[src/rtl/tbk_pkg.sv]
// Shared constants, types and record layouts for the cascaded decade timer bank.
package tbk_pkg;

  // Bank geometry
  localparam int SLOTS_PER_UNIT = 8;
  localparam int UNIT_COUNT     = 4;
  localparam int TOTAL_SLOTS    = UNIT_COUNT * SLOTS_PER_UNIT;
  localparam int IDX_W          = $clog2(TOTAL_SLOTS);
  localparam int CNT_W          = $clog2(TOTAL_SLOTS + 1);

  // Field widths
  localparam int UNIT_W  = 2;
  localparam int SLOT_W  = 3;
  localparam int TIMER_W = 16;
  localparam int DEC_W   = 4;
  localparam int FIRED_W = 32;

  // Decade stage carries when it sits at this value
  localparam logic [DEC_W-1:0] DECADE_LAST = 4'd9;

  // Request codes
  localparam logic REQ_TICK = 1'b0;
  localparam logic REQ_SET  = 1'b1;

  // One slot record as held in the slot store
  typedef struct packed {
    logic               rep;
    logic [TIMER_W-1:0] period;
    logic [TIMER_W-1:0] remain;
  } slot_ent_t;

  typedef struct packed {
    logic             we;
    logic [IDX_W-1:0] waddr;
    slot_ent_t        wdata;
  } ram_wr_t;

  typedef struct packed {
    logic             re;
    logic [IDX_W-1:0] raddr;
  } ram_rd_t;

  // Fields of a set transaction
  typedef struct packed {
    logic [UNIT_W-1:0]  unit;
    logic [SLOT_W-1:0]  slot;
    logic [TIMER_W-1:0] reload;
    logic               recurring;
  } set_req_t;

endpackage

[src/rtl/tbk_slot_ram.sv]
// Slot store: synchronous memory of slot records, registered read, per-entry valid bits.
module tbk_slot_ram (
  input  logic              clk,
  input  logic              rst,
  input  tbk_pkg::ram_wr_t  wr,
  input  tbk_pkg::ram_rd_t  rd,
  output tbk_pkg::slot_ent_t rdata
);
  import tbk_pkg::*;

  slot_ent_t              mem [TOTAL_SLOTS];
  logic [TOTAL_SLOTS-1:0] valid;
  slot_ent_t              rd_q;
  logic                   rd_vld_q;

  // Write port and registered read port
  always_ff @(posedge clk) begin
    if (wr.we) begin
      mem[wr.waddr] <= wr.wdata;
    end
    if (rd.re) begin
      rd_q <= mem[rd.raddr];
    end
  end

  // Valid bits: an unwritten entry reads as an inactive slot
  always_ff @(posedge clk) begin
    if (rst) begin
      valid    <= '0;
      rd_vld_q <= 1'b0;
    end else begin
      if (wr.we) begin
        valid[wr.waddr] <= 1'b1;
      end
      if (rd.re) begin
        rd_vld_q <= valid[rd.raddr];
      end
    end
  end

  assign rdata = rd_vld_q ? rd_q : '0;

endmodule

[src/rtl/tbk_cascade.sv]
// Decade prescaler cascade and the four wrapping unit counters.
module tbk_cascade (
  input  logic                        clk,
  input  logic                        rst,
  input  logic                        adv,
  output logic [tbk_pkg::UNIT_COUNT-1:0] tick_mask,
  output logic [tbk_pkg::TIMER_W-1:0] ms_count,
  output logic [tbk_pkg::TIMER_W-1:0] cs_count,
  output logic [tbk_pkg::TIMER_W-1:0] ds_count,
  output logic [tbk_pkg::TIMER_W-1:0] s_count
);
  import tbk_pkg::*;

  logic [DEC_W-1:0] ms_decade;
  logic [DEC_W-1:0] cs_decade;
  logic [DEC_W-1:0] ds_decade;

  // Units that tick on the next millisecond
  always_comb begin
    tick_mask[0] = 1'b1;
    tick_mask[1] = (ms_decade == DECADE_LAST);
    tick_mask[2] = tick_mask[1] && (cs_decade == DECADE_LAST);
    tick_mask[3] = tick_mask[2] && (ds_decade == DECADE_LAST);
  end

  // Stage update on each accepted tick
  always_ff @(posedge clk) begin
    if (rst) begin
      ms_decade <= '0;
      cs_decade <= '0;
      ds_decade <= '0;
      ms_count  <= '0;
      cs_count  <= '0;
      ds_count  <= '0;
      s_count   <= '0;
    end else if (adv) begin
      ms_decade <= tick_mask[1] ? '0 : ms_decade + 4'd1;
      ms_count  <= ms_count + 16'd1;
      if (tick_mask[1]) begin
        cs_decade <= tick_mask[2] ? '0 : cs_decade + 4'd1;
        cs_count  <= cs_count + 16'd1;
      end
      if (tick_mask[2]) begin
        ds_decade <= tick_mask[3] ? '0 : ds_decade + 4'd1;
        ds_count  <= ds_count + 16'd1;
      end
      if (tick_mask[3]) begin
        s_count <= s_count + 16'd1;
      end
    end
  end

`ifndef SYNTH
  a_decade_range: assert property (@(posedge clk) disable iff (rst)
    ms_decade <= DECADE_LAST && cs_decade <= DECADE_LAST && ds_decade <= DECADE_LAST)
    else $error("decade stage out of range");

  a_ms_step: assert property (@(posedge clk) disable iff (rst)
    adv && !rst |=> ms_count == $past(ms_count) + 16'd1)
    else $error("ms counter did not step on tick");

  a_s_hold: assert property (@(posedge clk) disable iff (rst)
    !adv && !rst |=> $stable(s_count) && $stable(ds_count))
    else $error("counter moved without a tick");
`endif

endmodule

[src/rtl/tbk_sweep.sv]
// Sequencer: applies set transactions and walks the slots of each ticked unit.
module tbk_sweep (
  input  logic                           clk,
  input  logic                           rst,
  input  logic                           go_tick,
  input  logic                           go_set,
  input  tbk_pkg::set_req_t              set_req,
  input  logic [tbk_pkg::UNIT_COUNT-1:0] tick_mask,
  output tbk_pkg::ram_rd_t               rd,
  input  tbk_pkg::slot_ent_t             rdata,
  output tbk_pkg::ram_wr_t               wr,
  output logic                           busy,
  output logic                           done,
  output logic [tbk_pkg::UNIT_COUNT-1:0] tick_units,
  output logic [tbk_pkg::FIRED_W-1:0]    fired
);
  import tbk_pkg::*;

  typedef enum logic [1:0] {
    S_IDLE,
    S_WALK,
    S_DRAIN
  } state_t;

  state_t           state;
  logic [CNT_W-1:0] rd_ptr;
  logic [CNT_W-1:0] end_cnt;
  logic [CNT_W-1:0] end_cnt_next;
  logic             p_vld;
  logic [IDX_W-1:0] p_addr;

  logic               active;
  logic [TIMER_W-1:0] dec;
  logic               hit;
  logic [FIRED_W-1:0] hit_vec;
  logic               set_ok;
  logic [IDX_W-1:0]   set_idx;

  // Number of slots to walk: units tick as a prefix ms, cs, ds, s
  always_comb begin
    case (tick_mask)
      4'b1111: end_cnt_next = CNT_W'(4 * SLOTS_PER_UNIT);
      4'b0111: end_cnt_next = CNT_W'(3 * SLOTS_PER_UNIT);
      4'b0011: end_cnt_next = CNT_W'(2 * SLOTS_PER_UNIT);
      default: end_cnt_next = CNT_W'(SLOTS_PER_UNIT);
    endcase
  end

  // Slot update on the entry read back last cycle
  always_comb begin
    active  = (rdata.period != '0) && (rdata.remain != '0);
    dec     = rdata.remain - 16'd1;
    hit     = p_vld && active && (dec == '0);
    hit_vec = FIRED_W'(hit) << p_addr;
  end

  // Set transaction target
  always_comb begin
    set_ok  = (32'(set_req.slot) < SLOTS_PER_UNIT);
    set_idx = IDX_W'(32'(set_req.unit) * SLOTS_PER_UNIT + 32'(set_req.slot));
  end

  // Read port follows the walk pointer
  always_comb begin
    rd.re    = (state == S_WALK);
    rd.raddr = rd_ptr[IDX_W-1:0];
  end

  // Write port: walk write-back, else a set transaction
  always_comb begin
    wr = '0;
    if (p_vld && active) begin
      wr.we           = 1'b1;
      wr.waddr        = p_addr;
      wr.wdata.rep    = rdata.rep;
      wr.wdata.period = rdata.period;
      wr.wdata.remain = (dec == '0 && rdata.rep) ? rdata.period : dec;
    end else if (go_set && set_ok) begin
      wr.we           = 1'b1;
      wr.waddr        = set_idx;
      wr.wdata.rep    = set_req.recurring;
      wr.wdata.period = set_req.reload;
      wr.wdata.remain = set_req.reload;
    end
  end

  assign busy = (state != S_IDLE);

  // Sequencer state and result registers
  always_ff @(posedge clk) begin
    if (rst) begin
      state      <= S_IDLE;
      rd_ptr     <= '0;
      end_cnt    <= '0;
      p_vld      <= 1'b0;
      p_addr     <= '0;
      done       <= 1'b0;
      tick_units <= '0;
      fired      <= '0;
    end else begin
      done   <= 1'b0;
      p_vld  <= (state == S_WALK);
      p_addr <= rd_ptr[IDX_W-1:0];
      if (p_vld) begin
        fired <= fired | hit_vec;
      end
      case (state)
        S_IDLE: begin
          if (go_tick) begin
            tick_units <= tick_mask;
            fired      <= '0;
            end_cnt    <= end_cnt_next;
            rd_ptr     <= '0;
            state      <= S_WALK;
          end else if (go_set) begin
            tick_units <= '0;
            fired      <= '0;
            done       <= 1'b1;
          end
        end
        S_WALK: begin
          rd_ptr <= rd_ptr + 1'b1;
          if (rd_ptr == end_cnt - 1'b1) begin
            state <= S_DRAIN;
          end
        end
        S_DRAIN: begin
          done  <= 1'b1;
          state <= S_IDLE;
        end
        default: begin
          state <= S_IDLE;
        end
      endcase
    end
  end

`ifndef SYNTH
  a_done_idle: assert property (@(posedge clk) disable iff (rst)
    done |-> !busy)
    else $error("result strobed while sweep still running");

  a_set_no_fire: assert property (@(posedge clk) disable iff (rst)
    done && (tick_units == '0) |-> fired == '0)
    else $error("fired bits on a set transaction");

  a_busy_tick: assert property (@(posedge clk) disable iff (rst)
    busy |-> tick_units[0])
    else $error("sweep running without a millisecond tick");

  a_no_collide: assert property (@(posedge clk) disable iff (rst)
    rd.re && wr.we |-> rd.raddr != wr.waddr)
    else $error("read and write to the same slot in one cycle");
`endif

endmodule

[src/rtl/cascaded_decade_timer_bank_top.sv]
// Top level of the cascaded decade timer bank: command port, prescaler, sequencer, slot store.
//
//   channel  | handshake          | payload
//   ---------+--------------------+-----------------------------------------------
//   command  | start / busy       | req_type, unit, slot, reload, recurring
//   result   | done (1-cycle)     | tick_units, fired, ms/cs/ds/s_total
//
// A set transaction writes the slot store in the accept cycle; its result
// strobes on the next cycle and busy never rises.
// A tick walks units*SLOTS_PER_UNIT slots (8, 16, 24 or 32) at one slot per
// cycle through the slot store's read-modify-write path; busy stays high through
// the walk and a drain state, and done strobes in the same cycle that busy falls.
// Reset is synchronous: slot valid bits, decades and counters clear at once.
// The receiver cannot stall: take each result in its done cycle; it holds until the next accept.
module cascaded_decade_timer_bank_top (
  input  logic                        clk,
  input  logic                        rst,
  input  logic                        start,
  output logic                        busy,
  input  logic                        req_type,
  input  logic [tbk_pkg::UNIT_W-1:0]  unit,
  input  logic [tbk_pkg::SLOT_W-1:0]  slot,
  input  logic [tbk_pkg::TIMER_W-1:0] reload,
  input  logic                        recurring,
  output logic                        done,
  output logic [tbk_pkg::UNIT_COUNT-1:0] tick_units,
  output logic [tbk_pkg::FIRED_W-1:0] fired,
  output logic [tbk_pkg::TIMER_W-1:0] ms_total,
  output logic [tbk_pkg::TIMER_W-1:0] cs_total,
  output logic [tbk_pkg::TIMER_W-1:0] ds_total,
  output logic [tbk_pkg::TIMER_W-1:0] s_total
);
  import tbk_pkg::*;

  logic                  accept;
  logic                  go_tick;
  logic                  go_set;
  set_req_t              set_req;
  logic [UNIT_COUNT-1:0] tick_mask;
  ram_rd_t               rd;
  ram_wr_t               wr;
  slot_ent_t             rdata;

  // Command decode
  assign accept  = start && !busy;
  assign go_tick = accept && (req_type == REQ_TICK);
  assign go_set  = accept && (req_type == REQ_SET);

  always_comb begin
    set_req.unit      = unit;
    set_req.slot      = slot;
    set_req.reload    = reload;
    set_req.recurring = recurring;
  end

  tbk_cascade u_cascade (
    .clk       (clk),
    .rst       (rst),
    .adv       (go_tick),
    .tick_mask (tick_mask),
    .ms_count  (ms_total),
    .cs_count  (cs_total),
    .ds_count  (ds_total),
    .s_count   (s_total)
  );

  tbk_slot_ram u_ram (
    .clk   (clk),
    .rst   (rst),
    .wr    (wr),
    .rd    (rd),
    .rdata (rdata)
  );

  tbk_sweep u_sweep (
    .clk        (clk),
    .rst        (rst),
    .go_tick    (go_tick),
    .go_set     (go_set),
    .set_req    (set_req),
    .tick_mask  (tick_mask),
    .rd         (rd),
    .rdata      (rdata),
    .wr         (wr),
    .busy       (busy),
    .done       (done),
    .tick_units (tick_units),
    .fired      (fired)
  );

endmodule
[config.mk]
export PLATFORM = sky130hd
export DESIGN_NAME = cascaded_decade_timer_bank_top
export DESIGN_NICKNAME = d
export VERILOG_FILES = /design/src/rtl/tbk_pkg.sv /design/src/rtl/tbk_slot_ram.sv /design/src/rtl/tbk_cascade.sv /design/src/rtl/tbk_sweep.sv /design/src/rtl/cascaded_decade_timer_bank_top.sv
export SDC_FILE = /design/constraint.sdc
export NUM_CORES = 1
export LEC_CHECK = 0
export BUFFER_PORTS_ARGS = -buffer_cell sky130_fd_sc_hd__buf_4
export CORE_ASPECT_RATIO = 1.4
export CORE_UTILIZATION = 25
export DETAILED_ROUTE_END_ITERATION = 10
export GPL_TIMING_DRIVEN = 0
export PLACE_DENSITY = 0.48
export SYNTH_ARGS = -nofsm -noshare
export SYNTH_HDL_FRONTEND = slang
export SYNTH_SLANG_ARGS = --single-unit
export TNS_END_PERCENT = 30
[constraint.sdc]
create_clock -name clk -period 11.8 [get_ports clk]
set_clock_uncertainty 0.1 [all_clocks]
set_input_delay 1.77 -clock clk [delete_from_list [all_inputs] [get_ports clk]]
set_output_delay 1.77 -clock clk [all_outputs]
set_load 0.01 [all_outputs]
# ---- After elaboration in Yosys (flattened, before gate mapping)
# Memory sizes are Yosys's and may differ from the RTL's. A register that Yosys moved wholly into a read port is not among the register bits.
# Cells that the tools add are included.
dict set report word_totals {
  reg_bits 166
  latch_bits 0
  mem_bits_rw 1056
  mem_bits_ro 0
  wordCells 100
  n_memories 1
}
# memory words width read_ports rd_ports_with_merged_regs write_ports line
set mem_list {}
lappend mem_list {u_ram.mem 32 33 1 1 1 tbk_slot_ram.sv:11} ;# slot_ent_t mem [TOTAL_SLOTS];
dict set report op_classes {
  add_sub_neg 11
  mul 0
  div 0
  n_lt_le_gt_ge 3
  n_eq_ne 11
  shifts 1
  mux 28
  bitwise_logic 3
  reduce_logical 25
}
# cell count
set op_table {}
lappend op_table {{two-way mux 32 bit} 4}
lappend op_table {{two-way mux 39 bit} 2}
lappend op_table {{adder 16 x 1 -> 16 bit, second input constant} 4}
lappend op_table {{OR 32 bit} 2}
lappend op_table {{two-way mux 33 bit} 1}
lappend op_table {{nonzero test 16 bit} 2}
lappend op_table {{<< shifter 1 x 5 -> 32 bit} 1}
lappend op_table {{two-way mux 4 bit} 5}
lappend op_table {{case mux 6 bit (3 select lines)} 1}
lappend op_table {{zero test 16 bit} 1}
lappend op_table {{two-way mux 16 bit} 1}
lappend op_table {{subtractor 16 x 1 -> 16 bit, second input constant} 1}
lappend op_table {{AND reduction 2 bit} 7}
lappend op_table {{adder 4 x 1 -> 4 bit, second input constant} 3}
lappend op_table {{== test 4 bit, second input constant} 3}
lappend op_table {{< comparator 5 x 6 -> 1 bit, second input constant} 2}
lappend op_table {{case mux 6 bit (2 select lines)} 1}
lappend op_table {{logical AND 1 bit} 10}
lappend op_table {{adder 6 x 1 -> 6 bit, second input constant} 1}
lappend op_table {{== test 6 bit} 1}
lappend op_table {{two-way mux 1 bit} 6}
lappend op_table {{two-way mux 6 bit} 1}
lappend op_table {{nonzero test 2 bit} 3}
lappend op_table {{subtractor 6 x 1 -> 6 bit, second input constant} 1}
lappend op_table {{other kinds (17)} 18}

# ---- Depth between registers and ports, before layout
# Gate-level depths: netlist of the first run.
dict set report depth {
  depth_word 11
  ltp_mapped 15
  ltp_nobuf 10
}

# ---- Hierarchy
# A second synthesis of the first run with hierarchy kept.
dict set report hier_totals {
  hier_cells 2579
  hier_area_um2 49223.5
}
# module n_inst cells_each area_per_inst_um2 seq_area_each_um2
set modules_own_cells {}
lappend modules_own_cells {tbk_slot_ram 1 1759 42558.3 33362.0}
lappend modules_own_cells {tbk_cascade 1 420 3587.2 1521.5}
lappend modules_own_cells {tbk_sweep 1 398 3056.7 1081.0}
lappend modules_own_cells {cascaded_decade_timer_bank_top 1 2 21.3 0.0}

# ---- Worst setup path before layout of the first run
# No wires, ideal clock.
dict set report synth_timing {
  path_kind {input-to-reg}
  start {input port start}
  end {memory u_ram.mem[20][0] (netlist name) (enable)}
  setup_ps 425
  arrival_ps 4480
  required_ps 11275
  slack_ps 6795
  stages 7
  path_buffers 1
  cell_sequence {nor3b_1 > and2_1 > clkbuf_1 > nand2_1 > nor4b_1 > nor2_1 > nor2_1}
}
dict set report synth_between {
  elab_chain_cells 6
}
# element line
set synth_lines {}
lappend synth_lines {{from (decl)} cascaded_decade_timer_bank_top.sv:18} ;# input logic start,
lappend synth_lines {{logical AND 1 bit *} cascaded_decade_timer_bank_top.sv:45} ;# assign accept = start && !busy;
lappend synth_lines {{logical AND 1 bit *} cascaded_decade_timer_bank_top.sv:47} ;# assign go_set = accept && (req_type == REQ_SET);
lappend synth_lines {{two-way mux 39 bit *} tbk_sweep.sv:78} ;# end else if (go_set && set_ok) begin
lappend synth_lines {{two-way mux 39 bit *} tbk_sweep.sv:72} ;# if (p_vld && active) begin
lappend synth_lines {{two-way mux 1 bit} tbk_slot_ram.sv:18} ;# if (wr.we) begin
lappend synth_lines {{two-way mux 1 bit (implied by the code)} tbk_slot_ram.sv:19} ;# mem[wr.waddr] <= wr.wdata;
lappend synth_lines {{to (decl)} tbk_slot_ram.sv:11}
# Every way passes the cells marked *; elsewhere a longest branch is shown, timed or not.

# ---- Worst setup path after layout of the first run
dict set report layout_timing {
  start {register u_ram.rd_vld_q}
  end {memory u_ram.mem[7][5] (netlist name) (enable)}
}
dict set report layout_between {
  elab_chain_cells 7
  word_cells_on_any_way 8
  cone_classes {mux: 4; reduce/logical: 4}
}
# element line
set layout_lines {}
lappend layout_lines {{from (decl)} tbk_slot_ram.sv:14} ;# logic rd_vld_q;
lappend layout_lines {{from (signal assigned)} tbk_slot_ram.sv:36} ;# rd_vld_q <= valid[rd.raddr];
lappend layout_lines {{two-way mux 33 bit *} tbk_slot_ram.sv:41} ;# assign rdata = rd_vld_q ? rd_q : '0;
lappend layout_lines {{nonzero test 16 bit} tbk_sweep.sv:51} ;# active = (rdata.period != '0) && (rdata.remain != '0);
lappend layout_lines {{logical AND 1 bit *} tbk_sweep.sv:51}
lappend layout_lines {{logical AND 1 bit *} tbk_sweep.sv:72}
lappend layout_lines {{two-way mux 39 bit *} tbk_sweep.sv:72}
lappend layout_lines {{two-way mux 1 bit} tbk_slot_ram.sv:18}
lappend layout_lines {{two-way mux 1 bit (implied by the code)} tbk_slot_ram.sv:19}
# Marks and branches as above.

==> impl_metrics.py, run 1 <==
metrics = {
    "setup_path": {
        "crit_chain": "clkbuf_1, clkbuf_1, buf_1, nand2_1, ha_1, nor4b_2, nand3_1, o21a_1, buf_2, nand3_1, and2_1, clkbuf_1, buf_2, nor2_4, buf_12",
        "cp_num_buf_inv": 7,
        "cp_common_cell": "clkbuf_1",
        "worst_path_max_delay_cell": "nor2_4",
        "crit_type": "reg -> reg",
        "startpoint_type": "flip-flop",
        "endpoint_kind": "flip-flop",
        "critPathMaxFanout": 18,
        "arrival_ps": 5980,
        "required_ps": 12100,
        "critical-path-top-delay-family": "buffers and inverters",
        "cpPeakStageDelay_ps": 750,
    },
    "global_route": {
        "grt_pass1_wl_mm": 198.9,
        "grt_remaining_overflow": 0,
        "first_global_vias": 26512,
        "antenna_found_initial": 2,
        "grt_max_degree": 43,
        "grt_usage_pct": 14.01,
    },
    "detailed_routing": {
        "wl_per_cell_microns": 24.93,
        "wl_met1_mm": 55.75,
        "via_count": 25779,
        "ant_nets": 0,
        "met3WireLength_mm": 6.549,
        "wl_met2_mm": 73.14,
        "drc_errors": 4,
        "top_layer": "met4",
        "drt_iter0_drc": 2325,
        "drt_first_pass_iters": 8,
        "vias_per_cell": 4.608,
        "wirelength_mm": 139.5,
    },
    "synthesis": {
        "synth-xor-area-share_pct": 1.143,
        "synth-edff-count": 1089,
        "synth_compound_area_share_pct": 2.288,
        "yosys.cell_types.count": 66,
        "synth_ff_type": "edfxtp_1",
        "yosys-top-cells-area": "edfxtp_1 67%, mux4_2 16%, dfxtp_1 6.7%",
        "yosysMostFrequentCell": "edfxtp_1",
        "syn_nets": 2594,
        "yosys_warnings": 0,
        "ys_seq_elements": 1252,
        "synth_top_family_by_area": "multiplexers",
        "syn_area_sq_um": 49050,
        "syn_area_per_cell_sq_um": 19.19,
        "ys_top_cells_by_count": "1089 x edfxtp_1, 340 x mux4_2, 163 x dfxtp_1, 137 x nor2_1, 131 x nand2_1",
        "synth_top_cell_by_area": "edfxtp_1",
        "ys_seq_area_share_pct": 73.32,
        "synthSimpleGateAreaFrac_pct": 5.097,
        "synth_mux_area_share_pct": 16.51,
        "yosys.area_share.adder_pct": 0.3061,
        "async_flop_share_pct": 0,
        "netlist_instances": 2556,
        "synth_top_area_share_pct": 66.67,
    },
    "place": {
        "io_buffer_count": 126,
        "gp_congestion": 0.8578,
        "pre_cts_ws_ps": 6158,
        "dp_hpwl_mm": 97.23,
    },
    "floorplanning": {
        "die_y_microns": 526.1,
        "start_util_pct": 25.14,
        "core.rowCount": 192,
        "num_io_pins": 128,
        "core_region_area_sq_um": 195100,
        "fp.dieArea_sq_um": 198000,
        "die_w_microns": 376.4,
    },
    "clock_network": {
        "post_cts.repair.setup_buffers": 0,
        "cts.htree.levels": 3,
        "cts_buffer_depth": 3,
        "cts_made_buffers": 118,
        "clock_sinks": 1252,
        "clock_latency_ps": 780,
        "cts-root-buf": "clkbuf_16",
        "cts_resized": 0,
        "cts_tree": "built",
        "cts_hold_buf": 0,
        "clkTransAtPathRegs_ps": 70,
    },
    "pwr": {
        "clkPwrFrac_pct": 42.0,
        "combPwrFrac_pct": 4.2,
        "finalPower_w": 0.009000,
        "p_leak_nw": 17.95,
        "switchingPower_w": 0.001939,
        "power.density_nw_per_um2": 152.7,
        "vdd_ir_drop_max_mv": 0.1136,
        "power.internal_w": 0.007061,
        "seqPwrFrac_pct": 53.8,
        "p_sw_share_pct": 21.54,
    },
    "timing": {
        "totalNegativeSetupSlack_ps": 0,
        "fmax_ghz": 0.1763,
        "tightest_slew_ps": 1411,
        "setup_ws_ps": 6127,
        "slew_headroom_pct": 5.964,
        "finalMaxSlewViolations": 0,
        "hold_viol_final": 0,
        "min_period_ps": 5673,
        "min_period_over_period_pct": 48.08,
        "rsz0062_at_grt": "false",
        "finalSetupViolations": 0,
        "hold_ws_ps": 349.3,
    },
    "cells_and_area": {
        "drive_gt1_share_pct": 28.24,
        "layout.nets": 2916,
        "num-fill-cells": 19211,
        "area_growth_syn_to_layout_pct": 20.20,
        "utilization_pct": 30.22,
    },
    "job": {
        "drv_cap": 0,
    },
    "hold_path": {
        "hp-class": "reg -> reg",
    },
    "outcome": {
        "status": "finished with violations",
        "violations": "design-rule violations",
    },
}
power by group through the flow:
stage               clock network [W]  registers [W]  logic [W]
global placement                    0        0.00494   0.000362
global route                  0.00403        0.00484   0.000405
CTS                           0.00387        0.00484   0.000388
floorplan                           0        0.00493   0.000225
detailed placement                  0        0.00493   0.000387
finish                        0.00378        0.00484   0.000379
tightest hold or removal path, cell delays in order (launching register included):
cell	delay [ps]
dfxtp_1	310
nand2_1	50
o21ai_1	50
per-stage QoR:
step	cells	cell area (sq um)
4_1_cts	5591	58930
5_1_grt	5594	58950
6_report	5595	58960
2_1_floorplan	2556	49050
3_3_place_gp	5301	53270
3_5_place_dp	5375	55170
cell usage in the layout, fill, tap and decap left out, types with 7 or more instances in the layout:
cell type  netlist  final
a21oi_1         48     42
and3_1          17     17
buf_1           26     23
buf_12           0     23
buf_16           0     29
buf_2           26     28
buf_4            2    133
buf_8            0     18
bufinv_16        0     11
clkbuf_1        88    112
clkbuf_16        0    119
clkinv_1         0     27
clkinv_2         0     20
dfxtp_1        163    163
edfxtp_1      1089   1089
ha_1            12     12
inv_1           16     16
mux2_2          33     33
mux2i_1          7      7
mux4_2         340    340
nand2_1        131    131
nand2b_1        23     23
nand3_1         54     54
nand3b_1         8      8
nand4_1         28     28
nor2_1         137    105
nor2_4           1     33
nor3_1          26     26
nor4_1          15     15
o21ai_0         48     38
o21ai_1         15     15
o21ai_2          0     10
o21ba_1          8      8
o22ai_1          8      8
o31ai_1         22     22
or3_1           18     18
xnor2_1         18     18
xor2_1          46     46
registers in the layout, summed over array words and instances, names as in the netlist, 16 cells and up:
name / cells
u_cascade.ms_count: 16
u_cascade.s_count: 16
u_sweep.fired: 32
u_cascade.cs_count: 16
u_ram.rd_q: 33
u_ram.mem: 1056
u_ram.valid: 32
u_cascade.ds_count: 16
final timing paths:
kind	start	to	slack, ps	cells after the start
hold / removal	u_sweep.fired[18]	u_sweep.fired[18]	350	2
setup / recovery	u_ram.rd_vld_q	u_ram.mem[7][5]	6130	15
hold reg to reg	u_sweep.fired[18]	u_sweep.fired[18]	350	2
setup reg to reg	u_ram.rd_vld_q	u_ram.mem[7][5]	6130	15
layout make-up:
cell class | count | area, sq um | area share [%]
multi-input combinational | 1143 | 12770 | 21.66
tap | 2619 | 3277 | 5.558
sequential | 1252 | 35960 | 61.00
antenna | 2 | 5.005 | 0.008489
inverter | 18 | 67.56 | 0.1146
clock inverter | 73 | 694.4 | 1.178
clock buffer | 143 | 3068 | 5.204
buffer | 143 | 588.1 | 0.9975
timing repair buffer | 202 | 2524 | 4.281
logic make-up (layout without fill, tap and decap cells):
group                    count (synthesis)  count (layout)
adder cells (fa/ha/maj)                 12              12
AO/OA/AOI/OAI                          184             184
other                                    0               2
XOR/XNOR                                64              64
buffers and inverters                  161             579
flip-flops                            1252            1252
AND/OR/NAND/NOR                        503             503
multiplexers                           380             380
layer usage:
metal | vias to the layer above | global-route usage, %
li1 | 11029 | -
met1 | 13782 | 17.09
met2 | 777 | 25.17
met3 | 191 | 1.932
met4 | 0 | 4.678
met5 | - | 0
Power figures use the tool's default switching activity.
==> inputs of run 2 (changes only) <==
PLACE_DENSITY = 0.49   (was 0.48)
clock period = 4.8 ns   (was 11.8 ns; I/O delays follow)
==> impl_metrics.py, run 2 (same netlist as run 1, synthesis figures left out) <==
metrics = {
    "outcome": {
        "status": "finished, final reports clean",
    },
    "cells_and_area": {
        "drive_gt1_share_pct": 29.41,
        "layout.nets": 2933,
        "layout_commonest_cell": "edfxtp_1",
        "fin_area_sq_um": 59370,
        "num-fill-cells": 19034,
        "largest_reg_flops": 1056,
        "area_growth_syn_to_layout_pct": 21.04,
        "mostFrequentLayoutCells": "1089 x edfxtp_1, 340 x mux4_2, 163 x dfxtp_1, 140 x buf_4, 123 x nand2_1",
        "utilization_pct": 30.43,
        "biggestRegsByFlops": "u_ram.mem: 1056 flops, u_ram.rd_q: 33 flops",
        "largest-register": "u_ram.mem",
    },
    "floorplanning": {
        "num_io_pins": 128,
        "start_util_pct": 25.14,
        "die_y_microns": 526.1,
        "core.rowCount": 192,
        "core_region_area_sq_um": 195100,
        "die_w_microns": 376.4,
        "fp.dieArea_sq_um": 198000,
    },
    "setup_path": {
        "cp_num_buf_inv": 6,
        "endpoint_kind": "flip-flop",
        "critical-path-top-delay-family": "buffers and inverters",
        "cpPeakStageDelay_ps": 630,
        "crit_chain": "clkbuf_2, clkbuf_2, clkbuf_4, nand2_1, ha_1, nor4b_4, nand3_1, o21a_1, buf_2, nand3b_1, o21a_4, buf_2, nor2_4, buf_16",
        "critPathMaxFanout": 13,
        "crit_type": "reg -> reg",
        "required_ps": 5140,
        "startpoint_type": "flip-flop",
        "rrSetupSlack_ps": 120,
        "arrival_ps": 5020,
        "worst_path_max_delay_cell": "nor2_4",
    },
    "clock_network": {
        "cts-root-buf": "clkbuf_16",
        "clock_sinks": 1252,
        "cts_hold_buf": 0,
        "clkTransAtPathRegs_ps": 70,
        "cts.htree.levels": 3,
        "clock_latency_ps": 770,
        "cts_made_buffers": 119,
        "cts_buffer_depth": 3,
        "cts_tree": "built",
    },
    "pwr": {
        "vdd_ir_drop_max_mv": 0.2957,
        "p_leak_nw": 18.15,
        "power.density_nw_per_um2": 374.5,
        "finalPower_w": 0.02223,
    },
    "detailed_routing": {
        "wl_per_cell_microns": 24.72,
        "vias_per_cell": 4.614,
        "drt_iter0_drc": 2138,
        "drc_errors": 0,
        "ant_nets": 0,
        "wirelength_mm": 138.7,
        "drt_first_pass_iters": 5,
        "via_count": 25882,
    },
    "job": {
        "drv_cap": 0,
    },
    "timing": {
        "fmax_ghz": 0.2137,
        "totalNegativeSetupSlack_ps": 0,
        "hold_viol_final": 0,
        "min_period_ps": 4679,
        "finalMaxSlewViolations": 0,
        "setup_ws_ps": 120.9,
        "rsz0062_at_grt": "true",
        "tightest_slew_ps": 1365,
        "slew_headroom_pct": 8.979,
        "min_period_over_period_pct": 97.48,
        "finalSetupViolations": 0,
    },
    "place": {
        "dp_hpwl_mm": 95.73,
        "pre_cts_ws_ps": -741.2,
        "place_area_sq_um": 55110,
        "io_buffer_count": 126,
        "gp_congestion": 0.8549,
    },
    "global_route": {
        "grt_usage_pct": 13.94,
        "antenna_found_initial": 7,
        "grt_max_degree": 43,
        "grt_pass1_wl_mm": 198.7,
        "grt_remaining_overflow": 0,
        "first_global_vias": 26805,
    },
    "hold_path": {
        "hp-class": "in -> reg",
    },
}
-- run 2: path summary, 6_finish.rpt --
| path | endpoint | start | cells past startpoint |
|---|---|---|---|
| worst max-delay path | u_ram.mem[22][27] | u_ram.rd_vld_q | 14 |
| worst min-delay path | u_sweep.tick_units[3] | start | 4 |
| worst max register to register | u_ram.mem[22][27] | u_ram.rd_vld_q | 14 |
| worst min register to register | u_sweep.fired[19] | u_sweep.fired[19] | 2 |
-- run 2: worst reg2reg max path, delay by kind of cell (launching register included) --
kind	cells	cell delay (ps)
flops	1	430
fa+ha+maj	1	230
compound gates	2	540
simple gates	5	1370
buf+inv	6	1640
-- run 2: metrics by stage --
stage          std cells  hold slack, ps
2_1_floorplan       2556           327.3
3_3_place_gp        5301           338.0
3_5_place_dp        5372           343.6
4_1_cts             5603           190.5
5_1_grt             5609           243.4
6_report            5610           215.6
-- run 2: what timing repair did --
action,CTS,global route
gates resized for setup,11,22
buffers inserted,16,4
gates cloned,0,0
pin swaps,14,3
setup endpoints to repair,1532,1129
-- run 2: final cells by class --
cell class                      instances  area, sq um  share of cell area, %
Buffer                                143        606.8                  1.022
Inverter                               18        67.56                 0.1138
Multi-Input combinational cell       1143        12860                  21.67
Sequential cell                      1252        35960                  60.58
Clock inverter                         61        624.3                  1.052
Clock buffer                          154         3181                  5.357
Tap cell                             2619         3277                  5.520
Antenna cell                            2        5.005               0.008430
Timing Repair Buffer                  218         2778                  4.679
-- run 2: metal layers --
layer	GRT usage, %	routed length (microns)
met1	17.06	55520
met2	24.65	72100
met3	2.396	7387
met4	4.585	3634
met5	0	53
-- run 2: where the power goes --
| part | switching (W) | total (W) | internal [W] | leakage [nW] |
|---|---|---|---|---|
| Clock | 0.00411 | 0.00940 | 0.00529 | 1.85 |
| Combinational | 0.000573 | 0.000934 | 0.000360 | 5.09 |
| Sequential | 0.0000332 | 0.0119 | 0.0119 | 11.2 |
==> inputs of run 3 (changes only) <==
BUFFER_PORTS_ARGS = not set   (was -buffer_cell sky130_fd_sc_hd__buf_4)
DONT_BUFFER_PORTS = 1   (was not set)
==> impl_metrics.py, run 3 (same netlist as run 1, synthesis figures left out) <==
metrics = {
    "setup_path": {
        "worst_path_max_delay_cell": "clkbuf_1",
        "cpPeakStageDelay_ps": 1120,
        "crit_type": "reg -> reg",
        "endpoint_kind": "flip-flop",
        "r2r_end": "u_ram.rd_q[29]",
        "cp_common_cell": "clkbuf_1",
        "r2r-start": "u_sweep.rd_ptr[1]",
        "startpoint_type": "flip-flop",
        "rrSetupSlack_ps": 30,
        "required_ps": 5180,
        "arrival_ps": 5150,
        "crit_chain": "clkbuf_1, clkbuf_1, clkbuf_1, mux4_2, mux4_2, mux2_2",
        "reg2reg_depth": 6,
        "critPathMaxFanout": 10,
    },
    "floorplanning": {
        "core.rowCount": 192,
        "core_region_area_sq_um": 195100,
        "start_util_pct": 25.14,
        "die_w_microns": 376.4,
        "num_io_pins": 128,
        "fp.dieArea_sq_um": 198000,
        "die_y_microns": 526.1,
    },
    "cells_and_area": {
        "largest_reg_flops": 1056,
        "area_growth_syn_to_layout_pct": 19.45,
        "biggestRegsByFlops": "u_ram.mem: 1056 flops, u_ram.rd_q: 33 flops",
        "layout_commonest_cell": "edfxtp_1",
        "drive_gt1_share_pct": 26.83,
        "fin_area_sq_um": 58590,
        "largest-register": "u_ram.mem",
        "layout.nets": 2815,
        "utilization_pct": 30.04,
        "mostFrequentLayoutCells": "1089 x edfxtp_1, 340 x mux4_2, 163 x dfxtp_1, 123 x nand2_1, 119 x clkbuf_16",
    },
    "outcome": {
        "status": "finished, final reports clean",
    },
    "pwr": {
        "vdd_ir_drop_max_mv": 0.2909,
        "p_leak_nw": 17.55,
        "power.density_nw_per_um2": 378.5,
    },
    "timing": {
        "rsz0062_at_grt": "false",
        "hold_ws_ps": 124.3,
        "min_period_over_period_pct": 99.35,
        "tightest_slew_ps": 1453,
        "hold_viol_final": 0,
        "slew_headroom_pct": 3.118,
        "finalSetupViolations": 0,
        "fmax_ghz": 0.2097,
        "setup_ws_ps": 31.41,
        "finalMaxSlewViolations": 0,
        "min_period_ps": 4769,
    },
    "global_route": {
        "grt_remaining_overflow": 0,
        "grt_max_degree": 43,
        "grt_pass1_wl_mm": 195.8,
        "first_global_vias": 26235,
        "antenna_found_initial": 17,
        "grt_usage_pct": 13.81,
    },
    "detailed_routing": {
        "vias_per_cell": 4.634,
        "ant_nets": 0,
        "drc_errors": 0,
        "via_count": 25475,
        "wirelength_mm": 139.7,
        "drt_iter0_drc": 2003,
        "wl_per_cell_microns": 25.42,
        "drt_first_pass_iters": 6,
    },
    "clock_network": {
        "cts_hold_buf": 0,
        "cts.htree.levels": 3,
        "cts-root-buf": "clkbuf_16",
        "clock_latency_ps": 750,
        "cts_buffer_depth": 3,
        "cts_tree": "built",
        "clkTransAtPathRegs_ps": 70,
        "clock_sinks": 1252,
        "cts_made_buffers": 115,
    },
    "job": {
        "drv_cap": 0,
    },
    "hold_path": {
        "min_delay_worst_endpoint": "u_sweep.tick_units[3]",
        "whs_path_depth": 3,
        "min_from": "start",
        "hp-class": "in -> reg",
    },
    "place": {
        "dp_hpwl_mm": 94.97,
        "pre_cts_ws_ps": -707.0,
        "io_buffer_count": 0,
        "gp_congestion": 0.8546,
        "place_area_sq_um": 54140,
    },
}
[run 3: cell types whose count changed in the layout (fill, tap and decap cells not counted), moves of 2 or more]
cell	change
diode_2	+3
clkinvlp_4	+2
inv_1	+2
clkbuf_8	-3
buf_2	+2
clkbuf_1	-8
clkinv_4	+3
buf_4	-121
a31oi_4	+2
inv_8	+2
clkinv_1	-2
buf_12	+6
[run 3: stage by stage]
| step | instances | power [W] | setup TNS (ps) |
|---|---|---|---|
| 2_1_floorplan | 2556 | 0.01267 | 0 |
| 3_3_place_gp | 5175 | 0.01299 | -4418760 |
| 3_5_place_dp | 5244 | 0.01304 | -509260 |
| 4_1_cts | 5477 | 0.02241 | -1837 |
| 5_1_grt | 5494 | 0.02283 | 0 |
| 6_report | 5498 | 0.02218 | 0 |
[run 3: layout make-up]
cell class              instances  area, sq um
repair buffers                103         1982
diodes                          5        12.51
clock inverters                70        716.9
inverters                      18        67.56
well taps                    2619         3277
plain buffers                 142        593.1
clock buffers                 144         3092
multi-input cells            1145        12880
flip-flops and latches       1252        35960
fillers                     19024       136500
[run 3: how the worst max path moves through the flow]
stage                      start                end  slack [ps]  depth (start not counted)
2_1_floorplan     u_ram.rd_vld_q    u_ram.mem[7][0]         130                         14
3_3_place_gp      u_ram.rd_vld_q  u_ram.mem[11][11]       -3660                         14
3_5_place_dp      u_ram.rd_vld_q   u_ram.mem[7][14]        -710                         15
4_1_cts           u_ram.rd_vld_q  u_ram.mem[19][19]         -50                         16
5_1_grt           u_ram.rd_vld_q  u_ram.mem[17][20]          10                         13
6_report       u_sweep.rd_ptr[1]     u_ram.rd_q[29]          30                          6
[run 3: routing by layer]
layer	up-vias	part of all wire (%)	global-route usage, %	wire length (microns)
met3	243	7.2	3.544	10060
met4	24	3.4	4.949	4799
met1	13549	38	15.97	52830
met5	-	0.12	0	167
met2	842	51	24.43	71890
li1	10817	-	-	-
[run 3: power breakdown]
part | leakage (nW) | internal, W | switching, W
Clock | 1.86 | 0.00523 | 0.00414
Sequential | 11.2 | 0.0119 | 0.0000340
Combinational | 4.48 | 0.000345 | 0.000564
Total | 17.5 | 0.0174 | 0.00474
[run 3: timing repair]
action,in CTS,in global routing
gates cloned,0,2
resized for setup,14,19
pin swaps,17,6
setup endpoints to repair,1568,1261
buffers inserted,19,14
[run 3: worst max-delay path: cells and delay by family, from the launching register on]
family | cells | cell delay, ps
buffers and inverters | 3 | 2690
flip-flops | 1 | 350
multiplexers | 3 | 1310
